--- src/hw/rtl/sto_pkg.sv ---
`default_nettype none
package sto_pkg;

    localparam int RANK       = 4;
    localparam int OPERANDS   = 2;
    localparam int REG_DIMS   = 4;
    localparam int MAX_OPS    = 2;
    localparam int OPSEL_W    = $clog2(MAX_OPS);
    localparam int EXT_W      = 16;
    localparam int STR_W      = 16;
    localparam int IDX_W      = 32;
    localparam int OP_W       = 2;
    localparam int OFS_W      = 48;
    localparam int STAT_W     = 2;
    localparam int PROD_W     = EXT_W + STR_W;
    localparam int CFG_W      = 64;
    localparam int CFG_IDX_W  = 3;
    localparam int DIV_BITS   = 4;
    localparam int DIV_STAGES = IDX_W / DIV_BITS;
    localparam int DIM_STAGES = DIV_STAGES + 2;
    localparam int NSTG       = (RANK - 1) * DIM_STAGES + 2;

    localparam int S_TDATA_W  = ((OP_W + IDX_W + 7) / 8) * 8;
    localparam int M_TDATA_W  = ((OFS_W + STAT_W + 7) / 8) * 8;

    localparam logic [STAT_W-1:0] ST_OK      = 2'd0;
    localparam logic [STAT_W-1:0] ST_BAD_OP  = 2'd1;
    localparam logic [STAT_W-1:0] ST_BAD_IDX = 2'd2;

    localparam logic [CFG_IDX_W-1:0] CFG_STR_BASE = CFG_IDX_W'(REG_DIMS);
    localparam logic [CFG_IDX_W-1:0] CFG_END      = CFG_IDX_W'(REG_DIMS + MAX_OPS);

    typedef logic [REG_DIMS-1:0][EXT_W-1:0] t_ext_arr;
    typedef logic [MAX_OPS-1:0][CFG_W-1:0]  t_str_arr;

    typedef struct packed {
        logic              op_bad;
        logic              bad;
        logic [OP_W-1:0]   op;
        logic [IDX_W-1:0]  q;
        logic [EXT_W-1:0]  rem;
        logic [PROD_W-1:0] prod;
        logic [OFS_W-1:0]  acc;
    } t_item;

    function automatic logic [EXT_W-1:0] dim_ext(input t_ext_arr ext, input int d);
        if (d < REG_DIMS) begin
            return ext[d];
        end
        return EXT_W'(1);
    endfunction

    function automatic logic [STR_W-1:0] dim_stride(input t_str_arr str,
                                                    input logic [OP_W-1:0] op,
                                                    input int d);
        if (d >= REG_DIMS || int'(op) >= MAX_OPS) begin
            return '0;
        end
        return str[op[OPSEL_W-1:0]][STR_W*(REG_DIMS-1-d) +: STR_W];
    endfunction

endpackage
`default_nettype wire

--- src/hw/rtl/sto_acc_stage.sv ---
`default_nettype none
module sto_acc_stage
    import sto_pkg::*;
(
    input  wire logic  i_clk,
    input  wire logic  i_rst_n,
    input  wire logic  i_valid,
    output logic       o_ready,
    input  wire t_item i_item,
    output logic       o_valid,
    input  wire logic  i_ready,
    output t_item      o_item
);
    logic  r_v;
    t_item r_item;
    t_item n_item;

    always_comb begin
        n_item     = i_item;
        n_item.acc = i_item.acc + OFS_W'(i_item.prod);
    end

    assign o_ready = !r_v || i_ready;

    always_ff @(posedge i_clk) begin
        if (!i_rst_n) begin
            r_v <= 1'b0;
        end else if (o_ready) begin
            r_v <= i_valid;
        end
        if (o_ready && i_valid) begin
            r_item <= n_item;
        end
    end

    assign o_valid = r_v;
    assign o_item  = r_item;
endmodule
`default_nettype wire

--- config.mk ---
export PLATFORM = sky130hd
export DESIGN_NAME = sto_acc_stage
export DESIGN_NICKNAME = d
export VERILOG_FILES = /design/src/hw/rtl/sto_pkg.sv /design/src/hw/rtl/sto_acc_stage.sv
export SDC_FILE = /design/constraint.sdc
export NUM_CORES = 1
export LEC_CHECK = 0
export BUFFER_PORTS_ARGS = -buffer_cell sky130_fd_sc_hd__buf_2
export CAP_MARGIN = 20
export CORE_MARGIN = 2
export CORE_UTILIZATION = 53
export CTS_BUF_LIST = sky130_fd_sc_hd__clkbuf_8
export CTS_CLUSTER_DIAMETER = 30
export DETAILED_ROUTE_END_ITERATION = 8
export MAX_ROUTING_LAYER = met4
export PLACE_DENSITY = 0.88
export SKIP_CTS_REPAIR_TIMING = 1
export SLEW_MARGIN = 5
export SYNTH_ARGS = -nofsm -noshare
export SYNTH_HDL_FRONTEND = slang
export SYNTH_SLANG_ARGS = --single-unit
--- constraint.sdc ---
create_clock -name i_clk -period 9.6 [get_ports i_clk]
set_clock_uncertainty 0.2 [all_clocks]
set_input_delay 1.44 -clock i_clk [delete_from_list [all_inputs] [get_ports i_clk]]
set_output_delay 1.44 -clock i_clk [all_outputs]
set_load 0.01 [all_outputs]
### Word level (Yosys, flattened, before mapping)

Cells that the tools add are included.

| operators by class | value |
|---|---|
| add/subtract/negate cells | 1 |
| reduce and logical (&&, ||, !) cells | 3 |

Operator list:

| kind | count |
|---|---|
| $add 48x32->48 | 1 |
| $logic_and 1x1->1 | 1 |
| $logic_not 1->1 | 1 |
| $logic_or 1x1->1 | 1 |

| storage, ports and cells | value |
|---|---|
| register bits after elaboration | 133 |
| input bits | 136 |
| output and inout port bits | 134 |
| logic and storage cells | 12 |

### Longest topological paths before layout

| depth | value |
|---|---|
| depth after elaboration | 3 |
| gate-level depth with buffers | 10 |
| mapped depth without buffers | 10 |

### Worst setup path before layout

OpenSTA, ideal clock, no wires.

| path | value |
|---|---|
| path kind | input -> register |
| start point | input i_ready |
| end point | register r_item (netlist bit o_item[0]), enable pin |
| library setup time | 0.507 ns |
| data arrival time | 4.684 ns |
| data required time | 8.893 ns |
| path slack | 4.209 ns |
| cell stages on the path | 2 |
| path buffers | 0 |
| path through | nand2b_1 and2_1 |

| on the way | value |
|---|---|
| longest elaborated chain between the ends | 2 |

Ends and longest elaborated chain:

| what | line | text |
|---|---|---|
| start, declared | sto_acc_stage.sv:11 | `input wire logic i_ready,` |
| $logic_or 1x1->1 | sto_acc_stage.sv:23 | `assign o_ready = !r_v \|\| i_ready;` |
| $logic_and 1x1->1 | sto_acc_stage.sv:31 | `if (o_ready && i_valid) begin` |
| end signal, assigned | sto_acc_stage.sv:32 | `r_item <= n_item;` |
| end, declared | sto_acc_stage.sv:15 | `t_item r_item;` |

No other way between the ends.
A chain may end at the register's enable or synchronous reset.

==> flow_summary.ini <==
[power]
leakage_nw = 3.46
power_density_nw_per_um2 = 175
ir_drop_v = 0.000126

[logic_synthesis]
synth-edff-count = 132
seq_area_frac_synth_pct = 64.8
ys.flop_type = edfxtp_1
synth_warnings = 0
avgSynthCellArea_um2 = 14.1
ys_ff_latch = 133
synth.distinct_cells = 57
postSynthCellCount = 435
syn-num-nets = 604
synthArstFlopShare_pct = 0
syn-cell-area_um2 = 6150

[layout]
nets = 881
final_cell_mix = 269 x buf_2, 132 x edfxtp_1, 32 x ha_1, 31 x a21oi_1, 27 x xnor2_1
drive_gt1_share_pct = 43.8
final_cells = 866
layout_commonest_cell = buf_2
antenna_cells = 0
seq_area_um2 = 3980
area_delta_synth_final_pct = 30.0
fillers = 822
multi_input_area_um2 = 2070

[setup_path]
arrival_ns = 3.90
crit_buf_inv = 1
start_kind = primary input
critPathMaxStageDelay_ns = 0.43
required_ns = 9.57
end_kind = flip-flop
critPathKind = primary input to flip-flop
worstPathCellList = buf_2 > ha_1 > fa_1 > a211oi_1 > o21ai_1 > nand4_1 > nand2_1 > a21oi_2 > o21a_1 > nor3b_1 > xor2_1
crit_fanout = 4
crit_family = compound AO/OA/AOI/OAI gates
crit_slowest_cell = fa_1

[cts]
cts_tree = done
root_buffer = clkbuf_8
clkSinkCount = 133
htree_num_levels = 4
clk_latency_ns = 0.42
path_clk_slew_ns = 0.07
cts_buffers = 17
clockBufferDepth = 2

[global_routing]
antenna_found_initial = 0
grt_max_degree = 68
top_usage_layer = met2
grt_overflow = 0
grtUsageTotal_pct = 25.6
use_met3_pct = 6.26
grt_pass1_vias = 4720
grt_pass1_wl_um = 23900
grt_use_met2_pct = 44.8
grt_use_met1_pct = 27.8

[hold_path]
holdCritPathClass = flip-flop to flip-flop

[place]
dp_hpwl_um = 12200
place_inst = 836
port_buffers = 269
place_congestion = 0.950

[die]
die_x_um = 112
ioPinCount = 270
rows = 39
start_util_pct = 54.1
fp.dieArea_um2 = 12500
die_h_um = 112
coreArea_um2 = 11400

[route]
viasPerCell = 5.48
firstDrtPassIters = 5
num_vias = 4747
antenna_left = 0
post_drt_wl_per_cell_um = 18.1
route.final.wire_length_um = 15700
drc = 0
dr.first_iter.drc_count = 358

[timing]
slew_violations = 0
min_period_ns = 3.94
setup_violations = 0
fin_setup_tns_ns = 0
hold_viol_final = 0
fin_crit_sh_pct = 41.0
slew_headroom_pct = 39.5
fmax_mhz = 254
worst_slew_pin_slew_ns = 0.907
rsz0062_at_grt = no

[run_status]
outcome = complete, no violations

[run]
maxCapViolCount = 0
==> routing by layer <==
metal  up-vias  share of wire, %
met5         -                 0
met4         0               2.9
met3        32               5.7
met2       209                54
met1      2282                37
li1       2224                 -
==> sequential cells by signal (all words and copies together) (netlist names) <==
| register | flops |
|---|---|
| o_item | 132 |
| o_valid | 1 |
==> stage by stage <==
step,power [W],utilization (%),area [um^2],setup slack (ns),hold slack (ns)
3_5_place_dp,0.000976,67.1,7620,5.29,0.342
4_1_cts,0.00141,70.3,7990,5.74,0.351
2_1_floorplan,0.000872,-,6150,4.21,0.410
3_3_place_gp,0.000965,67.1,7620,5.40,0.305
6_report,0.00140,70.3,7990,5.66,0.346
5_1_grt,0.00146,70.3,7990,5.55,0.375
==> logic make-up after synthesis <==
group	count (synthesis)	share of synthesized area, %
compound gates	110	12.4
xor+xnor	44	6.27
fa+ha+maj	33	6.84
buf+inv	23	1.67
flops	133	64.8
simple gates	92	8.02
==> cell type report <==
type,count,share of cell area (%)
Clock buffer,17,2.93
Tap cell,143,2.24
Timing Repair Buffer,270,16.9
Inverter,11,0.517
Clock inverter,13,1.69
Sequential cell,133,49.8
Multi-Input combinational cell,279,25.8
==> worst register-to-register path: cells and delay by family (launching register included) <==
family                 cells  cell delay, ns
buffers and inverters      1            0.86
and+or+nand+nor            2            0.81
DFF                        1            0.31
==> path summary, 6_finish.rpt <==
| kind | depth (start not counted) | slack, ns | from | end |
|---|---|---|---|---|
| setup / recovery | 11 | 5.66 | i_item[0] | o_item[42] |
| hold reg to reg | 2 | 0.35 | o_valid | o_valid |
| setup reg to reg | 3 | 7.02 | o_valid | o_item[86] |
| hold / removal | 2 | 0.35 | o_valid | o_valid |
==> where the power goes <==
| group | internal [W] | switching (W) |
|---|---|---|
| combinational | 0.000105 | 0.000151 |
| sequential | 0.000698 | 0.0000110 |
| clock | 0.000226 | 0.000211 |
==> synthesized netlist by cell type, types with 10 or more instances <==
master      n  area [um^2]
nand4_1    10         62.6
edfxtp_1  132         3960
nor2_1     21         78.8
o21ai_0    17         85.1
a21o_1     14          105
xnor2_1    27          236
inv_1      11         41.3
ha_1       32          400
a21oi_1    31          155
nand2_1    24         90.1
xor2_1     17          149
No activity file was read; power rests on OpenSTA's default activity.
