**config.mk**
```make
export PLATFORM = sky130hd
export DESIGN_NAME = sto_div_stage
export DESIGN_NICKNAME = d
export VERILOG_FILES = /design/src/hw/rtl/sto_pkg.sv /design/src/hw/rtl/sto_div_stage.sv
export SDC_FILE = /design/constraint.sdc
export NUM_CORES = 1
export LEC_CHECK = 0
export BUFFER_PORTS_ARGS = -buffer_cell sky130_fd_sc_hd__buf_4
export CORE_UTILIZATION = 50
export CTS_BUF_LIST = sky130_fd_sc_hd__clkbuf_8
export DETAILED_ROUTE_END_ITERATION = 7
export GPL_TIMING_DRIVEN = 0
export PLACE_DENSITY = 0.81
export SLEW_MARGIN = 0
export SYNTH_ARGS = -nofsm -noshare
export SYNTH_HDL_FRONTEND = slang
export SYNTH_SLANG_ARGS = --single-unit
```
**constraint.sdc**
```tcl
create_clock -name i_clk -period 12.8 [get_ports i_clk]
set_clock_uncertainty 0.15 [all_clocks]
set_input_delay 0.64 -clock i_clk [delete_from_list [all_inputs] [get_ports i_clk]]
set_output_delay 0.64 -clock i_clk [all_outputs]
set_load 0.03 [all_outputs]
```
**src/hw/rtl/sto_pkg.sv**
```systemverilog
`default_nettype none
package sto_pkg;

    localparam int RANK       = 4;
    localparam int OPERANDS   = 2;
    localparam int REG_DIMS   = 4;
    localparam int MAX_OPS    = 2;
    localparam int OPSEL_W    = $clog2(MAX_OPS);
    localparam int EXT_W      = 16;
    localparam int STR_W      = 16;
    localparam int IDX_W      = 32;
    localparam int OP_W       = 2;
    localparam int OFS_W      = 48;
    localparam int STAT_W     = 2;
    localparam int PROD_W     = EXT_W + STR_W;
    localparam int CFG_W      = 64;
    localparam int CFG_IDX_W  = 3;
    localparam int DIV_BITS   = 4;
    localparam int DIV_STAGES = IDX_W / DIV_BITS;
    localparam int DIM_STAGES = DIV_STAGES + 2;
    localparam int NSTG       = (RANK - 1) * DIM_STAGES + 2;

    localparam int S_TDATA_W  = ((OP_W + IDX_W + 7) / 8) * 8;
    localparam int M_TDATA_W  = ((OFS_W + STAT_W + 7) / 8) * 8;

    localparam logic [STAT_W-1:0] ST_OK      = 2'd0;
    localparam logic [STAT_W-1:0] ST_BAD_OP  = 2'd1;
    localparam logic [STAT_W-1:0] ST_BAD_IDX = 2'd2;

    localparam logic [CFG_IDX_W-1:0] CFG_STR_BASE = CFG_IDX_W'(REG_DIMS);
    localparam logic [CFG_IDX_W-1:0] CFG_END      = CFG_IDX_W'(REG_DIMS + MAX_OPS);

    typedef logic [REG_DIMS-1:0][EXT_W-1:0] t_ext_arr;
    typedef logic [MAX_OPS-1:0][CFG_W-1:0]  t_str_arr;

    typedef struct packed {
        logic              op_bad;
        logic              bad;
        logic [OP_W-1:0]   op;
        logic [IDX_W-1:0]  q;
        logic [EXT_W-1:0]  rem;
        logic [PROD_W-1:0] prod;
        logic [OFS_W-1:0]  acc;
    } t_item;

    function automatic logic [EXT_W-1:0] dim_ext(input t_ext_arr ext, input int d);
        if (d < REG_DIMS) begin
            return ext[d];
        end
        return EXT_W'(1);
    endfunction

    function automatic logic [STR_W-1:0] dim_stride(input t_str_arr str,
                                                    input logic [OP_W-1:0] op,
                                                    input int d);
        if (d >= REG_DIMS || int'(op) >= MAX_OPS) begin
            return '0;
        end
        return str[op[OPSEL_W-1:0]][STR_W*(REG_DIMS-1-d) +: STR_W];
    endfunction

endpackage
`default_nettype wire

```
**src/hw/rtl/sto_div_stage.sv**
```systemverilog
`default_nettype none
module sto_div_stage
    import sto_pkg::*;
(
    input  wire logic             i_clk,
    input  wire logic             i_rst_n,
    input  wire logic             i_valid,
    output logic                  o_ready,
    input  wire t_item            i_item,
    input  wire logic [EXT_W-1:0] i_divisor,
    output logic                  o_valid,
    input  wire logic             i_ready,
    output t_item                 o_item
);
    logic  r_v;
    t_item r_item;
    t_item n_item;

    // Restoring division, DIV_BITS quotient bits per stage, in place in q.
    always_comb begin
        logic [EXT_W:0] rr;
        n_item = i_item;
        for (int b = 0; b < DIV_BITS; b++) begin
            rr = {n_item.rem, n_item.q[IDX_W-1]};
            n_item.q = {n_item.q[IDX_W-2:0], 1'b0};
            if (rr >= {1'b0, i_divisor}) begin
                rr = rr - {1'b0, i_divisor};
                n_item.q[0] = 1'b1;
            end
            n_item.rem = rr[EXT_W-1:0];
        end
    end

    assign o_ready = !r_v || i_ready;

    always_ff @(posedge i_clk) begin
        if (!i_rst_n) begin
            r_v <= 1'b0;
        end else if (o_ready) begin
            r_v <= i_valid;
        end
        if (o_ready && i_valid) begin
            r_item <= n_item;
        end
    end

    assign o_valid = r_v;
    assign o_item  = r_item;
endmodule
`default_nettype wire

```
Word level (Yosys, flattened, before mapping). Cells that the tools add are included.

Muxes and demuxes: 8. Add/sub/neg operators: 4. Reductions and logical operators: 3. Order comparisons: 4.

Operator list (count): 17-bit by 16-bit greater-or-equal comparator with 1-bit output (4); 16-bit two-way mux (4); 16-bit subtractor (4); 1-bit two-way mux (4); 1-bit logical AND (1); 1-bit logical NOT (1); 1-bit logical OR (1).

Register bits after elaboration: 133. Bits of input ports: 152.

Depth between registers and ports, before layout.
Word-level depth: 8. Mapped depth: 45. Gate-level depth less buffers: 40.

Worst setup path before layout. No wires, ideal clock.

Path kind: input -> register. From: input port i_divisor[11]. To: register r_item (netlist bit o_item[87]), data pin. Setup slack: 2.955 ns. Data required time: 12.390 ns. Arrival time: 9.435 ns. Cell stages on the path: 43. Library setup time: 0.260 ns. Cell sequence: inv_1 ha_1 a21o_1 a21oi_2 o21ai_2 a221oi_2 nand2_2 clkbuf_1 o21ai_0 inv_1 ha_1 nor2b_1 o31a_1 o31a_1 o21ai_1 o31ai_1 and2_1 nor2_2 [7 not listed] o2111ai_1 nand2_1 or2_1 buf_6 buf_6 a21oi_1 ha_1 nor2b_1 o21ai_1 a21oi_1 o22ai_2 nor2b_1 o32a_1 a221o_1 a211oi_1 o211ai_4 buf_6 mux2_4.

RTL lines: start, declared (RTL line sto_div_stage.sv:10) `input wire logic [EXT_W-1:0] i_divisor,`; end signal, assigned (RTL line sto_div_stage.sv:43) `r_item <= n_item;`; end, declared (RTL line sto_div_stage.sv:16) `t_item r_item;`.

==> results.py <==
metrics = {
    "run_status": {
        "status": "complete, but fails checks",
        "violations": "DRC",
    },
    "final_layout": {
        "drive_above_1_share_pct": 42.3,
        "stdcell_area_um2": 10400,
        "nNetsFinal": 1117,
        "n_antenna_cell": 0,
        "final_cells": 1094,
        "filler_cell_count": 1061,
        "area_delta_synth_final_pct": 36.3,
    },
    "yosys": {
        "synth_area_leaders": "edfxtp_1 52%, ha_1 11%, mux2_2 4.7%, xnor2_1 4.3%, mux2_4 3.0%",
        "synth_top_area_cell": "edfxtp_1",
        "synth-main-ff-cell": "edfxtp_1",
        "async_flop_share_pct": 0,
        "synth_area_um2": 7600,
        "syn_inst": 592,
        "synth-seq-area-share_pct": 52.4,
        "synth_top_area_share_pct": 52.1,
        "synth_nets": 812,
        "avgSynthCellArea_um2": 12.8,
        "yosys_warnings": 0,
        "ys_ff_latch": 133,
        "synth_cell_types": 60,
        "synth_edf_count": 132,
    },
    "critical_path": {
        "slowest_delay_ns": 0.53,
        "startpoint_type": "input pin",
        "crit_path_top_delay_cell": "o21ai_0",
        "cp.required_ns": 12.83,
        "end_kind": "flip-flop",
        "crit_arrival_ns": 11.57,
        "ff2ff_setup_slack_ns": 10.73,
        "path_class": "input pin to flip-flop",
        "critical_path.max_fanout": 10,
    },
    "sta": {
        "finalSetupViolations": 0,
        "post-route-min-period_ns": 11.54,
        "maxSlewHeadroom_pct": 45.9,
        "clock.fmax_mhz": 86.6,
        "finalSetupTns_ns": 0,
        "worst_hold_slack_ns": 0.223,
        "finalHoldViolations": 0,
        "rsz0062_at_grt": "no",
        "worstMarginPinSlew_ns": 0.812,
        "slew_violations": 0,
        "fin_crit_sh_pct": 90.2,
    },
    "routing": {
        "dr.pass1.iters": 7,
        "via_count": 6166,
        "via_per_inst": 5.64,
        "drtIter0Drc": 328,
        "wl_um": 23100,
        "remaining_drc_errors": 23,
        "postRouteAntennaNets": 0,
        "wl_per_cell_um": 21.1,
    },
    "global_routing": {
        "grt.met1_usage_pct": 34.5,
        "use_met2_pct": 53.6,
        "grt_antenna_before_repair": 2,
        "grt_max_degree": 74,
        "grt_util_all_layers_pct": 29.5,
        "grt_pass1_wl_um": 34700,
        "met3_usage_pct": 7.40,
        "grt_pass1_vias": 6228,
        "overflow": 0,
        "top_usage_layer": "met2",
    },
    "clock_tree": {
        "clock_path_buffers": 2,
        "cts.sinks": 133,
        "clk_pin_slew_ns": 0.09,
        "ctsHoldBuffers": 0,
        "postCtsSetupBuffers": 0,
        "cts-htree-levels": 4,
        "cts_root_buffer": "clkbuf_8",
        "cts_tree": "done",
        "clock_latency_ns": 0.44,
        "cts.repair.resized": 0,
        "numCtsBuffers": 17,
    },
    "placement": {
        "dp_hpwl_um": 18500,
        "port_buffers": 285,
        "place.gp.congestion": 0.907,
        "placed_cell_area_um2": 10000,
        "place_inst": 1062,
    },
    "power_and_ir_drop": {
        "power_density_nw_per_um2": 235,
        "ir_worst_vdd_uv": 150,
        "power_leakage_uw": 0.00460,
    },
    "floorplan": {
        "pin_count": 286,
        "fp.dieH_um": 125,
        "die_area_um2": 15700,
        "rows": 44,
        "core-area_um2": 14700,
        "initial_core_util_pct": 51.7,
        "die_w_um": 125,
    },
    "flow_run": {
        "maxCapViolations": 0,
    },
    "worst_hold_path": {
        "hold_class": "input pin to flip-flop",
    },
}
==> state kept, by name, summed over array words and instances, names as in the netlist <==
name     cells
o_item     132
o_valid      1
==> power breakdown <==
part | internal, uW | switching [uW]
clock | 139 | 177
sequential | 588 | 15.5
combinational | 747 | 771
==> layer usage <==
layer	wire, um	up-vias
met2	12000	258
met3	1640	31
li1	-	2859
met4	331	4
met1	9150	3014
met5	20	-
==> layout make-up <==
class / count / area [um^2] / area share (%)
plain buffers: 6 / 50.0 / 0.483
clock buffers: 17 / 234 / 2.26
clock inverters: 15 / 124 / 1.20
inverters: 36 / 135 / 1.30
multi-input cells: 417 / 3440 / 33.2
flip-flops and latches: 133 / 3980 / 38.4
well taps: 184 / 230 / 2.22
repair buffers: 286 / 2170 / 20.9
==> through the flow <==
stage	utilization (%)	setup slack, ns	total power [uW]
after detailed placement	68.1	1.04	2100
after global placement	67.9	1.35	2050
after floorplan	-	2.95	1760
final	70.5	1.26	2440
after global routing	70.5	0.648	2570
after CTS	70.5	1.51	2430
==> Yosys cell counts, drive strengths merged (5+ instances only) <==
master / count
buf: 5
mux2i: 5
a21o: 17
a211oi: 6
a31oi: 7
o21ai: 19
edfxtp: 132
xor2: 13
o21a: 7
nand4: 8
inv: 36
nor2b: 12
xnor2: 37
or2: 6
a21oi: 42
and2: 5
nor3: 8
ha: 64
mux2: 47
nor2: 34
nand3: 7
and3: 7
nand2: 16
==> cells by family after synthesis <==
family	share of synthesized area, %
compound gates	11.3
simple gates	8.23
mux	8.36
flops	52.4
fa+ha+maj	11.6
buf+inv	2.43
xor+xnor	5.76
==> path summary, 6_finish.rpt <==
| check | from | endpoint | depth (start not counted) |
|---|---|---|---|
| max reg2reg | o_valid | o_item[81] | 3 |
| min | i_item[49] | o_item[49] | 1 |
| min reg2reg | o_valid | o_valid | 2 |
| max | i_divisor[8] | o_item[93] | 45 |
==> worst max-delay path: cells and delay by family <==
| family | cells | cell delay [ns] |
|---|---|---|
| buffers and inverters | 9 | 1.57 |
| AND/OR/NAND/NOR | 8 | 1.47 |
| AO/OA/AOI/OAI | 22 | 5.90 |
| adder cells (fa/ha/maj) | 4 | 1.25 |
| multiplexers | 2 | 0.70 |
==> cell usage in the layout, fill, tap and decap left out, types with 3 or more instances in the layout <==
cell / count
mux2i_1: 5
o21bai_1: 4
inv_8: 3
a21oi_1: 40
a21o_1: 17
nor3_1: 8
mux2_4: 15
and2_1: 4
buf_6: 3
nor2_1: 33
fa_1: 4
nand3_1: 7
o21a_1: 7
inv_1: 37
nand4_1: 8
nor4_1: 3
or2_2: 5
a211oi_1: 6
xor2_1: 13
clkinv_4: 3
o21ai_0: 14
nor2b_1: 12
ha_1: 64
o21ai_1: 4
o31ai_1: 4
inv_6: 4
mux2_2: 32
clkbuf_8: 17
and4_1: 4
buf_4: 286
nand2_1: 15
a31oi_1: 7
and3_1: 7
or3_1: 3
nand2b_1: 4
edfxtp_1: 132
xnor2_1: 37
Power figures use the tool's default switching activity.
