==> config.mk <==
export PLATFORM = sky130hd
export DESIGN_NAME = sto_mul_stage
export DESIGN_NICKNAME = d
export VERILOG_FILES = /design/src/hw/rtl/sto_pkg.sv /design/src/hw/rtl/sto_mul_stage.sv
export SDC_FILE = /design/constraint.sdc
export NUM_CORES = 1
export LEC_CHECK = 0
export ABC_AREA = 0
export BUFFER_PORTS_ARGS = -buffer_cell sky130_fd_sc_hd__buf_2
export CORE_MARGIN = 5
export CORE_UTILIZATION = 55
export CTS_BUF_LIST = sky130_fd_sc_hd__clkbuf_8
export DETAILED_ROUTE_END_ITERATION = 7
export GPL_TIMING_DRIVEN = 1
export HOLD_SLACK_MARGIN = 0.05
export PLACE_DENSITY = 0.81
export RECOVER_POWER = 100
export SYNTH_ARGS = -nofsm -noshare
export SYNTH_HDL_FRONTEND = slang
export SYNTH_SLANG_ARGS = --single-unit
==> constraint.sdc <==
create_clock -name i_clk -period 9.2 [get_ports i_clk]
set_clock_uncertainty 0.1 [all_clocks]
set_input_delay 1.38 -clock i_clk [delete_from_list [all_inputs] [get_ports i_clk]]
set_output_delay 1.38 -clock i_clk [all_outputs]
set_load 0.1 [all_outputs]
==> src/hw/rtl/sto_pkg.sv <==
`default_nettype none
package sto_pkg;

    localparam int RANK       = 4;
    localparam int OPERANDS   = 2;
    localparam int REG_DIMS   = 4;
    localparam int MAX_OPS    = 2;
    localparam int OPSEL_W    = $clog2(MAX_OPS);
    localparam int EXT_W      = 16;
    localparam int STR_W      = 16;
    localparam int IDX_W      = 32;
    localparam int OP_W       = 2;
    localparam int OFS_W      = 48;
    localparam int STAT_W     = 2;
    localparam int PROD_W     = EXT_W + STR_W;
    localparam int CFG_W      = 64;
    localparam int CFG_IDX_W  = 3;
    localparam int DIV_BITS   = 4;
    localparam int DIV_STAGES = IDX_W / DIV_BITS;
    localparam int DIM_STAGES = DIV_STAGES + 2;
    localparam int NSTG       = (RANK - 1) * DIM_STAGES + 2;

    localparam int S_TDATA_W  = ((OP_W + IDX_W + 7) / 8) * 8;
    localparam int M_TDATA_W  = ((OFS_W + STAT_W + 7) / 8) * 8;

    localparam logic [STAT_W-1:0] ST_OK      = 2'd0;
    localparam logic [STAT_W-1:0] ST_BAD_OP  = 2'd1;
    localparam logic [STAT_W-1:0] ST_BAD_IDX = 2'd2;

    localparam logic [CFG_IDX_W-1:0] CFG_STR_BASE = CFG_IDX_W'(REG_DIMS);
    localparam logic [CFG_IDX_W-1:0] CFG_END      = CFG_IDX_W'(REG_DIMS + MAX_OPS);

    typedef logic [REG_DIMS-1:0][EXT_W-1:0] t_ext_arr;
    typedef logic [MAX_OPS-1:0][CFG_W-1:0]  t_str_arr;

    typedef struct packed {
        logic              op_bad;
        logic              bad;
        logic [OP_W-1:0]   op;
        logic [IDX_W-1:0]  q;
        logic [EXT_W-1:0]  rem;
        logic [PROD_W-1:0] prod;
        logic [OFS_W-1:0]  acc;
    } t_item;

    function automatic logic [EXT_W-1:0] dim_ext(input t_ext_arr ext, input int d);
        if (d < REG_DIMS) begin
            return ext[d];
        end
        return EXT_W'(1);
    endfunction

    function automatic logic [STR_W-1:0] dim_stride(input t_str_arr str,
                                                    input logic [OP_W-1:0] op,
                                                    input int d);
        if (d >= REG_DIMS || int'(op) >= MAX_OPS) begin
            return '0;
        end
        return str[op[OPSEL_W-1:0]][STR_W*(REG_DIMS-1-d) +: STR_W];
    endfunction

endpackage
`default_nettype wire

==> src/hw/rtl/sto_mul_stage.sv <==
`default_nettype none
module sto_mul_stage
    import sto_pkg::*;
(
    input  wire logic             i_clk,
    input  wire logic             i_rst_n,
    input  wire logic             i_valid,
    output logic                  o_ready,
    input  wire t_item            i_item,
    input  wire logic [EXT_W-1:0] i_coord,
    input  wire logic             i_range_err,
    input  wire logic [STR_W-1:0] i_stride,
    output logic                  o_valid,
    input  wire logic             i_ready,
    output t_item                 o_item
);
    logic  r_v;
    t_item r_item;
    t_item n_item;

    always_comb begin
        n_item      = i_item;
        n_item.prod = i_coord * i_stride;
        n_item.rem  = '0;
        n_item.bad  = i_item.bad | i_range_err;
    end

    assign o_ready = !r_v || i_ready;

    always_ff @(posedge i_clk) begin
        if (!i_rst_n) begin
            r_v <= 1'b0;
        end else if (o_ready) begin
            r_v <= i_valid;
        end
        if (o_ready && i_valid) begin
            r_item <= n_item;
        end
    end

    assign o_valid = r_v;
    assign o_item  = r_item;
endmodule
`default_nettype wire

* After elaboration in Yosys (flattened, before gate mapping)
Index checks and enable logic that the tools add are counted.
** Word-level totals
- Bits in registers :: 117
- Input port bits :: 169
- Output and inout port bits :: 134
- Word-level logic and storage cells :: 12
** Cells by class
- Multiply operators :: 1
- Bitwise logic cells :: 1
- Reduce and logical (&&, ||, !) cells :: 3
** Operator list (number)
- multiplier 16 x 16 -> 32 bit :: 1
- logical AND 1 bit :: 1
- zero test 1 bit :: 1
- logical OR 1 bit :: 1
- OR 1 bit :: 1

* Logic depth before layout (Yosys ltp)
Gate-level depths: netlist of run 1.
- Depth in word-level cells :: 3
- Mapped depth :: 21
- Mapped depth without buffers :: 19

* Worst setup path after synthesis of run 1
No wires, ideal clock.
- Path type :: input-to-reg
- Start point :: in i_stride[1]
- End point :: reg r_item, in the netlist o_item[79], data pin
- Library setup time :: 0.260 ns
- Arrival :: 6.383 ns
- Data required time :: 8.840 ns
- Setup slack :: 2.457 ns
- Stages :: 19
- Path buffers :: 2
- Cells stage by stage :: clkbuf_1 > nand2_1 > fa_1 > fa_1 > fa_1 > fa_1 > inv_1 > fa_1 > inv_1 > fa_1 > inv_1 > ha_1 > buf_2 > nand2_1 > o31ai_1 > a21oi_2 > or3b_2 > a21oi_1 > nor3b_2
** RTL lines
- from (decl) :: RTL line sto_mul_stage.sv:12 : input wire logic [STR_W-1:0] i_stride,
- to (signal assigned) :: RTL line sto_mul_stage.sv:37 : r_item <= n_item;
- to (decl) :: RTL line sto_mul_stage.sv:18 : t_item r_item;

==> results by group, run 1 <==
Critical path
  – CP Capture Type: flop
  – WP data required: 9.25 ns
  – CP startpoint kind: primary input
  – R2R cell count: 3
  – Worst R2R Start: o_valid
  – Crit path DAT: 7.35 ns
  – R2R Path End: o_item[33]
  – Reg2Reg Setup Slack: 3.39 ns
  – CP Class: in2reg
  – CP Max Fanout: 16

STA
  – Fin crit share: 79.4%
  – RSZ-0062 raised after global routing: false
  – Worst Tran Pin Value: 4.17 ns
  – Slew headroom: -178%
  – Final hold violation count: 0
  – Slew Limit Fails: 119
  – Final Setup Violations: 0
  – Setup TNS: 0 ns
  – Peak Freq: 137 MHz
  – Tmin final: 7.30 ns

Yosys
  – #FFs+latches synth: 117
  – Synth cell types: 55
  – Mapped Avg Cell Area: 10.7 µm²
  – Synth Flop Type: edfxtp_1
  – Number of synthesized flops with an enable pin: 116
  – Mapped Cells: 1142
  – Register area share after synthesis: 28.5%
  – Synth async-reset ratio: 0%
  – Top-area cell type share of the netlist area: 31.6%
  – Synth area leader: fa_1
  – Synth warn: 0
  – Syn Std Cell Area: 12300 µm²
  – Largest cells by area after synthesis: fa_1 32%, edfxtp_1 28%, ha_1 11%

Routing
  – Detailed Route WL: 28600 µm
  – Vias/cell: 5.34
  – Via count: 8820
  – WL per Instance: 17.3 µm
  – Drt drc: 0
  – Antenna-violating nets left: 0
  – Pre-Repair DR Iteration Count: 5
  – 1st-iter DRT viols: 500

Clock tree
  – Max H-tree Level: 4
  – TritonCTS clock tree: yes
  – Clk pin slew, worst setup/hold paths: 0.07 ns
  – Hold Buf Count CTS: 0
  – Post-cts sizing count: 0
  – Clock latency at the later pin of the worst-skew pair: 0.39 ns
  – Clock sink total: 117
  – CTS buffer count: 17
  – Post-CTS setup buffer count: 0
  – Clk buf depth: 2
  – Clock Root Buffer: clkbuf_8

Floorplan
  – Chip Height: 159 µm
  – DIE AREA: 25400 µm²
  – Core Rows: 54
  – Top-Level Pins: 303
  – Initial core utilization: 56.1%
  – Core box area: 21900 µm²
  – Die Wd: 159 µm

Min path
  – Depth of the worst hold-timing path: 2
  – Hold endpoint: o_valid
  – Hold Startpoint: o_valid
  – Hold WC Path Type: reg2reg

Global route
  – Vias in the first global route: 9339
  – Pin count of the biggest net entering global routing: 82
  – GRT overflow: 0
  – All-Layer GR Usage: 22.7%
  – First-pass GRT wire length: 47100 µm
  – Initial antenna violation count: 0

Placement
  – IO buf count: 238
  – Final GP Congestion: 0.896
  – Post-DP HPWL: 23200 µm

Job
  – Maxcap violations: 2

Finish
  – Area Overhead vs Synth: 12.3%
  – Share of cells above drive strength 1: 11.2%
  – Diodes inserted: 0
  – Final net count: 1826

Status
  – Failing checks: max-capacitance violations, max-slew violations
  – Status: finished with violations
[placed cells by master (no fill, tap or decap), types with 17 or more instances in the layout]
cell,Yosys,routed
ha_1,104,104
clkbuf_1,34,124
and2_1,126,121
nor2_1,17,17
buf_2,4,115
nand2_1,152,152
xnor2_1,18,18
a21oi_1,25,26
edfxtp_1,116,116
fa_1,194,194
o21ai_0,16,18
clkbuf_8,0,17
inv_1,228,229
[cells by family after synthesis]
group / Yosys count / synth area share [%]
AO/OA/AOI/OAI: 88 / 4.82
flip-flops: 117 / 28.5
AND/OR/NAND/NOR: 330 / 13.3
adder cells (fa/ha/maj): 298 / 42.3
buffers and inverters: 284 / 9.29
XOR/XNOR: 24 / 1.71
other: 1 / 0.0306
[cell type report]
class / count / area (µm²)
Clock buffer: 17 / 234
Sequential cell: 117 / 3500
Tap cell: 280 / 350
Timing Repair Buffer: 239 / 1040
Fill cell: 1860 / 8110
Multi-Input combinational cell: 756 / 7660
Clock inverter: 15 / 130
Inverter: 228 / 856
[worst max-delay path: stages]
cell      delay (ns)
clkbuf_1        0.59
nand2_1         0.19
fa_1            0.55
fa_1            0.58
fa_1            0.46
fa_1            0.58
inv_1           0.06
fa_1            0.48
inv_1           0.05
fa_1            0.47
inv_1           0.04
ha_1            0.40
nand4_1         0.16
nor3_1          0.20
a21oi_1         0.12
o21ai_0         0.63
a211oi_1        0.23
xnor2_1         0.17
[flip-flops by register name, indices dropped and copies added, names as in the netlist]
name / flops
o_valid: 1
o_item: 116
[worst max-delay path by stage]
stage                      from          to  slack [ns]  cells after the start
finish              i_stride[1]  o_item[78]        1.90                     18
global route        i_stride[1]  o_item[78]        1.66                     18
global placement    i_coord[12]  o_item[76]        2.08                     18
floorplan           i_stride[1]  o_item[79]        2.46                     19
detailed placement   i_coord[7]  o_item[76]        2.01                     20
CTS                  i_coord[7]  o_item[76]        2.44                     20
[through the flow]
stage               area [µm²]  instances  util (%)  hold WS [ns]  worst slack, ns
floorplan                12300       1157         -          1.38             2.46
global placement         13600       1620      62.1         0.418             2.08
detailed placement       13600       1620      62.1         0.434             2.01
CTS                      14000       1652      63.8         0.453             2.44
global route             13800       1652      62.9         0.492             1.66
finish                   13800       1652      62.9         0.451             1.90
[layer usage]
layer  GRT usage, %  up-vias  wire length (µm)
met1           28.6     4425             10700
met2           40.0      368             15200
li1               -     3973                 -
met3           4.45       54              1980
met4           6.82        0               750
met5              0        -                 0
[synthesized netlist by cell type (2+ instances only)]
cell type	instances
a211oi_1	5
o211ai_1	5
and2_1	126
a21oi_1	25
xnor2_1	18
o21bai_1	3
buf_4	16
nand2b_1	3
o21ai_1	2
inv_1	228
o21ai_0	16
nor4_1	2
a41oi_1	2
nand4_1	5
a21o_1	6
nor3_1	4
buf_2	4
nor2b_1	3
fa_1	194
a211o_1	2
edfxtp_1	116
nand2_1	152
ha_1	104
a31oi_1	6
xor2_1	6
and3_1	4
clkbuf_1	34
nand3_1	8
nor2_1	17
Power of run 1 is left out: the tool's default activity adds up to more than one toggle a clock period on the data nets, which glitch-free logic cannot reach.
==> inputs of run 2 (changes only) <==
--- a/config.mk
+++ b/config.mk
@@ -8,12 +8,12 @@
 export ABC_AREA = 0
 export BUFFER_PORTS_ARGS = -buffer_cell sky130_fd_sc_hd__buf_2
 export CORE_MARGIN = 5
-export CORE_UTILIZATION = 55
+export CORE_UTILIZATION = 51
 export CTS_BUF_LIST = sky130_fd_sc_hd__clkbuf_8
 export DETAILED_ROUTE_END_ITERATION = 7
 export GPL_TIMING_DRIVEN = 1
 export HOLD_SLACK_MARGIN = 0.05
-export PLACE_DENSITY = 0.81
+export PLACE_DENSITY = 0.79
 export RECOVER_POWER = 100
 export SYNTH_ARGS = -nofsm -noshare
 export SYNTH_HDL_FRONTEND = slang
==> constraint.sdc (replaced) <==
create_clock -name i_clk -period 6.36 [get_ports i_clk]
set_clock_uncertainty 0.1 [all_clocks]
set_input_delay 0.954 -clock i_clk [delete_from_list [all_inputs] [get_ports i_clk]]
set_output_delay 0.954 -clock i_clk [all_outputs]
set_load 0.1 [all_outputs]
==> run 2 against run 1 <==
Against the previous run:
- the run still ends with max-capacitance violations, max-slew violations left
- utilization shrank 0.73 points
- hold slack lost 0.020 ns
- cell count grew 8.4%
- first-iteration DRC count grew 11%
- routed wire length grew 1.6%
- sequential share of layout area shrank 1.6 points
- die area grew 7.3%
==> results by group, run 2 (synthesis gave the netlist of run 1 again) <==
Status
  – Status: finished with violations
  – Failing checks: max-capacitance violations, max-slew violations

Clock tree
  – Post-cts sizing count: 0 (unchanged)
  – Hold Buf Count CTS: 0 (unchanged)
  – Clock sink total: 117 (unchanged)
  – Post-CTS setup buffer count: 0 (unchanged)
  – Clk pin slew, worst setup/hold paths: 0.08 ns (about the same)
  – CTS buffer count: 17 (unchanged)
  – TritonCTS clock tree: yes
  – Clock latency at the later pin of the worst-skew pair: 0.41 ns (+0.02 ns)
  – Max H-tree Level: 4 (unchanged)
  – Clock Root Buffer: clkbuf_8
  – Clk buf depth: 2 (unchanged)

Floorplan
  – Top-Level Pins: 303 (unchanged)
  – Initial core utilization: 52.0% (-4.1 points)
  – Core Rows: 56 (+3.7%)
  – Core box area: 23600 µm² (+7.9%)
  – Chip Height: 165 µm (+3.6%)
  – Die Wd: 165 µm (+3.6%)
  – DIE AREA: 27300 µm² (+7.3%)

Global route
  – All-Layer GR Usage: 21.8% (-0.93 points)
  – First-pass GRT wire length: 46700 µm (-0.91%)
  – Vias in the first global route: 9625 (+3.1%)
  – GRT overflow: 0 (unchanged)
  – Pin count of the biggest net entering global routing: 68 (-17%)
  – Initial antenna violation count: 0 (unchanged)

Placement
  – Post-DP HPWL: 24800 µm (+6.8%)
  – IO buf count: 238 (unchanged)
  – Final GP Congestion: 0.878 (-2.0%)
  – Dpl cells: 1758 (+8.5%)

Finish
  – Util after Layout: 62.2% (-0.73 points)
  – Area Overhead vs Synth: 19.7%
  – Most frequent cells in the layout: 228 x inv_1, 194 x fa_1, 152 x nand2_1
  – Post-Layout Cell Count: 1790 (+8.4%)
  – Final net count: 1925 (+5.4%)
  – Max FFs per register: 116 (unchanged)
  – Diodes inserted: 0 (unchanged)
  – Most common cell after layout, fill and taps aside: inv_1
  – Share of cells above drive strength 1: 17.6% (+6.4 points)
  – Filler cells: 1969 (+5.9%)

STA
  – Tmin final: 6.14 ns
  – Final hold violation count: 0 (unchanged)
  – Slew Limit Fails: 119 (unchanged)
  – Final Setup Violations: 0 (unchanged)
  – Fin crit share: 96.6%
  – Worst Tran Pin Value: 2.96 ns (-1.21 ns)
  – RSZ-0062 raised after global routing: false
  – Final Hold Slack: 0.430 ns (-0.0204 ns)
  – Peak Freq: 163 MHz
  – Slew headroom: -97.4% (+80 points)
  – Setup TNS: 0 ns (unchanged)

Routing
  – Via count: 9138 (+3.6%)
  – Pre-Repair DR Iteration Count: 6 (+1)
  – Detailed Route WL: 29000 µm (+1.6%)
  – Vias/cell: 5.11 (-4.4%)
  – 1st-iter DRT viols: 555 (+11%)
  – Antenna-violating nets left: 0 (unchanged)
  – WL per Instance: 16.2 µm (-6.2%)
  – Drt drc: 0 (unchanged)

Min path
  – Hold endpoint: o_valid
  – Hold WC Path Type: reg2reg
  – Hold Startpoint: o_valid
  – Depth of the worst hold-timing path: 2 (unchanged)

Critical path
  – Crit path max-delay family: adder cells
  – Crit path DAT: 6.21 ns (-1.14 ns)
  – CP startpoint kind: primary input
  – CP max-delay cell: fa_1
  – CP max stage delay: 0.58 ns (-0.05 ns)
  – WP data required: 6.42 ns (-2.83 ns)
  – Buffers plus inverters on the worst setup path: 4 (unchanged)
  – CP Class: in2reg
  – Cells along the critical path: buf_2 > nand2_1 > fa_1 > fa_1 > fa_1 > fa_1 > inv_1 > fa_1 > inv_1 > fa_1 > inv_1 > ha_1 > nand2_1 > o31ai_1 > a21oi_1 > or3b_2 > a21oi_1 > nor3b_2
  – Reg2Reg Setup Slack: 1.75 ns (-1.64 ns)
  – R2R cell count: 3 (unchanged)
  – Worst R2R Start: o_valid
  – R2R Path End: o_item[76]
  – CP Max Fanout: 11 (-5)
  – CP most frequent cell: fa_1
  – CP Capture Type: flop

Job
  – Maxcap violations: 2 (unchanged)
run 2: layout make-up:
type                    count  area (µm²)  share of cell area [%]
clock inverters            15         185                    1.26
repair buffers            338        1830                    12.4
multi-input cells         756        7690                    52.3
well taps                 319         399                    2.72
flip-flops and latches    117        3500                    23.9
clock buffers              17         234                    1.59
inverters                 228         856                    5.83
run 2: how the worst max path moves through the flow:
stage	start	endpoint	slack, ns	cells past startpoint
after global placement	i_coord[10]	o_item[79]	-0.11	18
after CTS	i_coord[10]	o_item[79]	0.29	18
final	i_coord[10]	o_item[79]	0.22	18
after detailed placement	i_coord[10]	o_item[79]	-0.16	18
after global routing	i_stride[1]	o_item[65]	0.04	20
after floorplan	i_stride[1]	o_item[79]	0.04	19
run 2: metal layers:
layer	wire length (µm)	vias to the layer above	GRT usage, %
met2	15600	363	40.5
li1	-	4166	-
met3	2150	45	3.45
met5	0	-	0
met1	10800	4564	26.4
met4	565	0	5.52
run 2: per-stage QoR:
stage                     setup WS [ns]  area [µm²]
after floorplan                  0.0431       12300
after global placement           -0.111       14400
after detailed placement         -0.157       14400
after CTS                         0.290       14900
after global routing             0.0371       14700
final                             0.216       14700
run 2: worst min-delay path, delay by kind of cell, from the launching register on:
| family | cells | cell delay [ns] |
|---|---|---|
| and+or+nand+nor | 1 | 0.09 |
| AOI/OAI and AO/OA | 1 | 0.08 |
| DFF | 1 | 0.31 |
Power of run 2 is left out for the same reason.
==> inputs of run 3 (changes only) <==
--- a/config.mk
+++ b/config.mk
@@ -14,7 +14,6 @@
 export GPL_TIMING_DRIVEN = 1
 export HOLD_SLACK_MARGIN = 0.05
 export PLACE_DENSITY = 0.79
-export RECOVER_POWER = 100
 export SYNTH_ARGS = -nofsm -noshare
 export SYNTH_HDL_FRONTEND = slang
 export SYNTH_SLANG_ARGS = --single-unit
==> run 3 against run 2 <==
Against the previous run:
- the run now ends clean
- via count shrank 0.45%
- global-route usage unchanged
- worst setup slack improved by 0.021 ns
- critical path depth unchanged
- utilization rose by 0.73 points
==> results by group, run 3 (synthesis gave the netlist of run 1 again) <==
Critical path
  – CP max-delay cell: fa_1
  – CP Class: in2reg
  – Crit path max-delay family: adder cells
  – CP Capture Type: flop
  – CP Max Fanout: 11 (unchanged)
  – Buffers plus inverters on the worst setup path: 4 (unchanged)
  – Cells along the critical path: buf_2 > nand2_1 > fa_1 > fa_1 > fa_1 > fa_1 > inv_1 > fa_1 > inv_1 > fa_1 > inv_1 > ha_1 > nand2_1 > o31ai_1 > a21oi_2 > or3b_2 > a21oi_1 > nor3b_2
  – CP max stage delay: 0.58 ns (about the same)
  – CP most frequent cell: fa_1
  – WP data required: 6.42 ns (about the same)
  – Crit path DAT: 6.19 ns (-0.02 ns)
  – CP startpoint kind: primary input

Clock tree
  – Clock Root Buffer: clkbuf_8
  – Hold Buf Count CTS: 0 (unchanged)
  – Clock latency at the later pin of the worst-skew pair: 0.41 ns (about the same)
  – TritonCTS clock tree: yes
  – CTS buffer count: 17 (unchanged)
  – Max H-tree Level: 4 (unchanged)
  – Clock sink total: 117 (unchanged)
  – Post-CTS setup buffer count: 0 (unchanged)
  – Clk buf depth: 2 (unchanged)
  – Clk pin slew, worst setup/hold paths: 0.08 ns (about the same)

Global route
  – Initial antenna violation count: 0 (unchanged)
  – GRT overflow: 0 (unchanged)
  – Vias in the first global route: 9625 (unchanged)
  – First-pass GRT wire length: 46700 µm (unchanged)
  – All-Layer GR Usage: 21.8% (unchanged)
  – Pin count of the biggest net entering global routing: 68 (unchanged)

STA
  – Slew headroom: 42.7% (+140 points)
  – Final Setup Violations: 0 (unchanged)
  – Worst Tran Pin Value: 0.860 ns (-2.10 ns)
  – RSZ-0062 raised after global routing: false
  – Fin crit share: 96.3% (-0.33 points)
  – Tmin final: 6.12 ns (-0.0210 ns)
  – Slew Limit Fails: 0 (-100%)
  – Final Hold Slack: 0.436 ns (+0.00575 ns)
  – Final setup margin: 0.237 ns (+0.0210 ns)
  – Final hold violation count: 0 (unchanged)
  – Peak Freq: 163 MHz (+0.34%)

Finish
  – Max FFs per register: 116 (unchanged)
  – Share of cells above drive strength 1: 26.1% (+8.5 points)
  – Final net count: 1925 (unchanged)
  – Area Overhead vs Synth: 21.1%
  – Most common cell after layout, fill and taps aside: buf_2
  – Diodes inserted: 0 (unchanged)
  – Most frequent cells in the layout: 238 x buf_2, 228 x inv_1, 194 x fa_1
  – Post-Layout Cell Count: 1790 (unchanged)

Placement
  – Post-DP HPWL: 24800 µm (unchanged)
  – Worst slack, placed: -0.157 ns (unchanged)
  – Final GP Congestion: 0.878 (unchanged)
  – Dpl cells: 1758 (unchanged)
  – IO buf count: 238 (unchanged)

Job
  – Maxcap violations: 0 (-2)

Floorplan
  – Initial core utilization: 52.0% (unchanged)
  – Die Wd: 165 µm (unchanged)
  – Core box area: 23600 µm² (unchanged)
  – Chip Height: 165 µm (unchanged)
  – DIE AREA: 27300 µm² (unchanged)
  – Core Rows: 56 (unchanged)
  – Top-Level Pins: 303 (unchanged)

Status
  – Status: complete, no violations

Routing
  – Drt drc: 0 (unchanged)
  – WL per Instance: 16.2 µm (-0.47%)
  – Vias/cell: 5.08 (-0.45%)
  – Pre-Repair DR Iteration Count: 5 (-1)
  – 1st-iter DRT viols: 561 (+1.1%)
  – Detailed Route WL: 28900 µm (-0.47%)
  – Antenna-violating nets left: 0 (unchanged)
  – Via count: 9097 (-0.45%)

Min path
  – Hold WC Path Type: reg2reg
## run 3: cell types whose count changed in the layout (fill, tap and decap cells not counted)
cell,change
a21oi_2,+1
clkbuf_2,-2
and2_1,+3
and2_4,+1
and2_0,-4
buf_2,+120
o21ai_0,-1
clkbuf_1,-123
buf_4,+5
o21ai_1,+1
a21oi_1,-1
## run 3: through the flow
stage | cell area (µm²) | setup TNS [ns] | utilization, %
after global placement | 14400 | -0.557 | 61.1
final | 14900 | 0 | 62.9
after global routing | 14900 | 0 | 62.9
after detailed placement | 14400 | -1.01 | 61.1
after floorplan | 12300 | 0 | -
after CTS | 14900 | 0 | 62.9
## run 3: layout make-up
type,count,area [µm²]
Clock buffer,17,234
Clock inverter,15,185
Fill cell,1903,8750
Inverter,228,856
Multi-Input combinational cell,756,7690
Sequential cell,117,3500
Tap cell,319,399
Timing Repair Buffer,338,1990
## run 3: worst min-delay path, delay by kind of cell, from the launching register on
family | cells | cell delay (ns)
DFF | 1 | 0.31
AOI/OAI and AO/OA | 1 | 0.08
and+or+nand+nor | 1 | 0.10
## run 3: routing by layer
layer  routed length [µm]  GRT usage (%)  share of wire (%)
met4                  542           5.52                1.9
met1                10700           26.4                 37
met2                15600           40.5                 54
met3                 2130           3.45                7.4
met5                    0              0                  0
## run 3: timing repair
action / in CTS / in global routing
endpoints found under the setup margin: 0 / 1
hold endpoints to repair: 0 / 0
resized for setup: 0 / 1
## run 3: worst paths after layout
| kind | from | to | slack, ns | cells after the start |
|---|---|---|---|---|
| worst min-delay path | o_valid | o_valid | 0.44 | 2 |
| worst min register to register | o_valid | o_valid | 0.44 | 2 |
| worst max register to register | o_valid | o_item[76] | 4.10 | 3 |
| worst max-delay path | i_coord[10] | o_item[79] | 0.24 | 18 |
Power of run 3 is left out for the same reason.
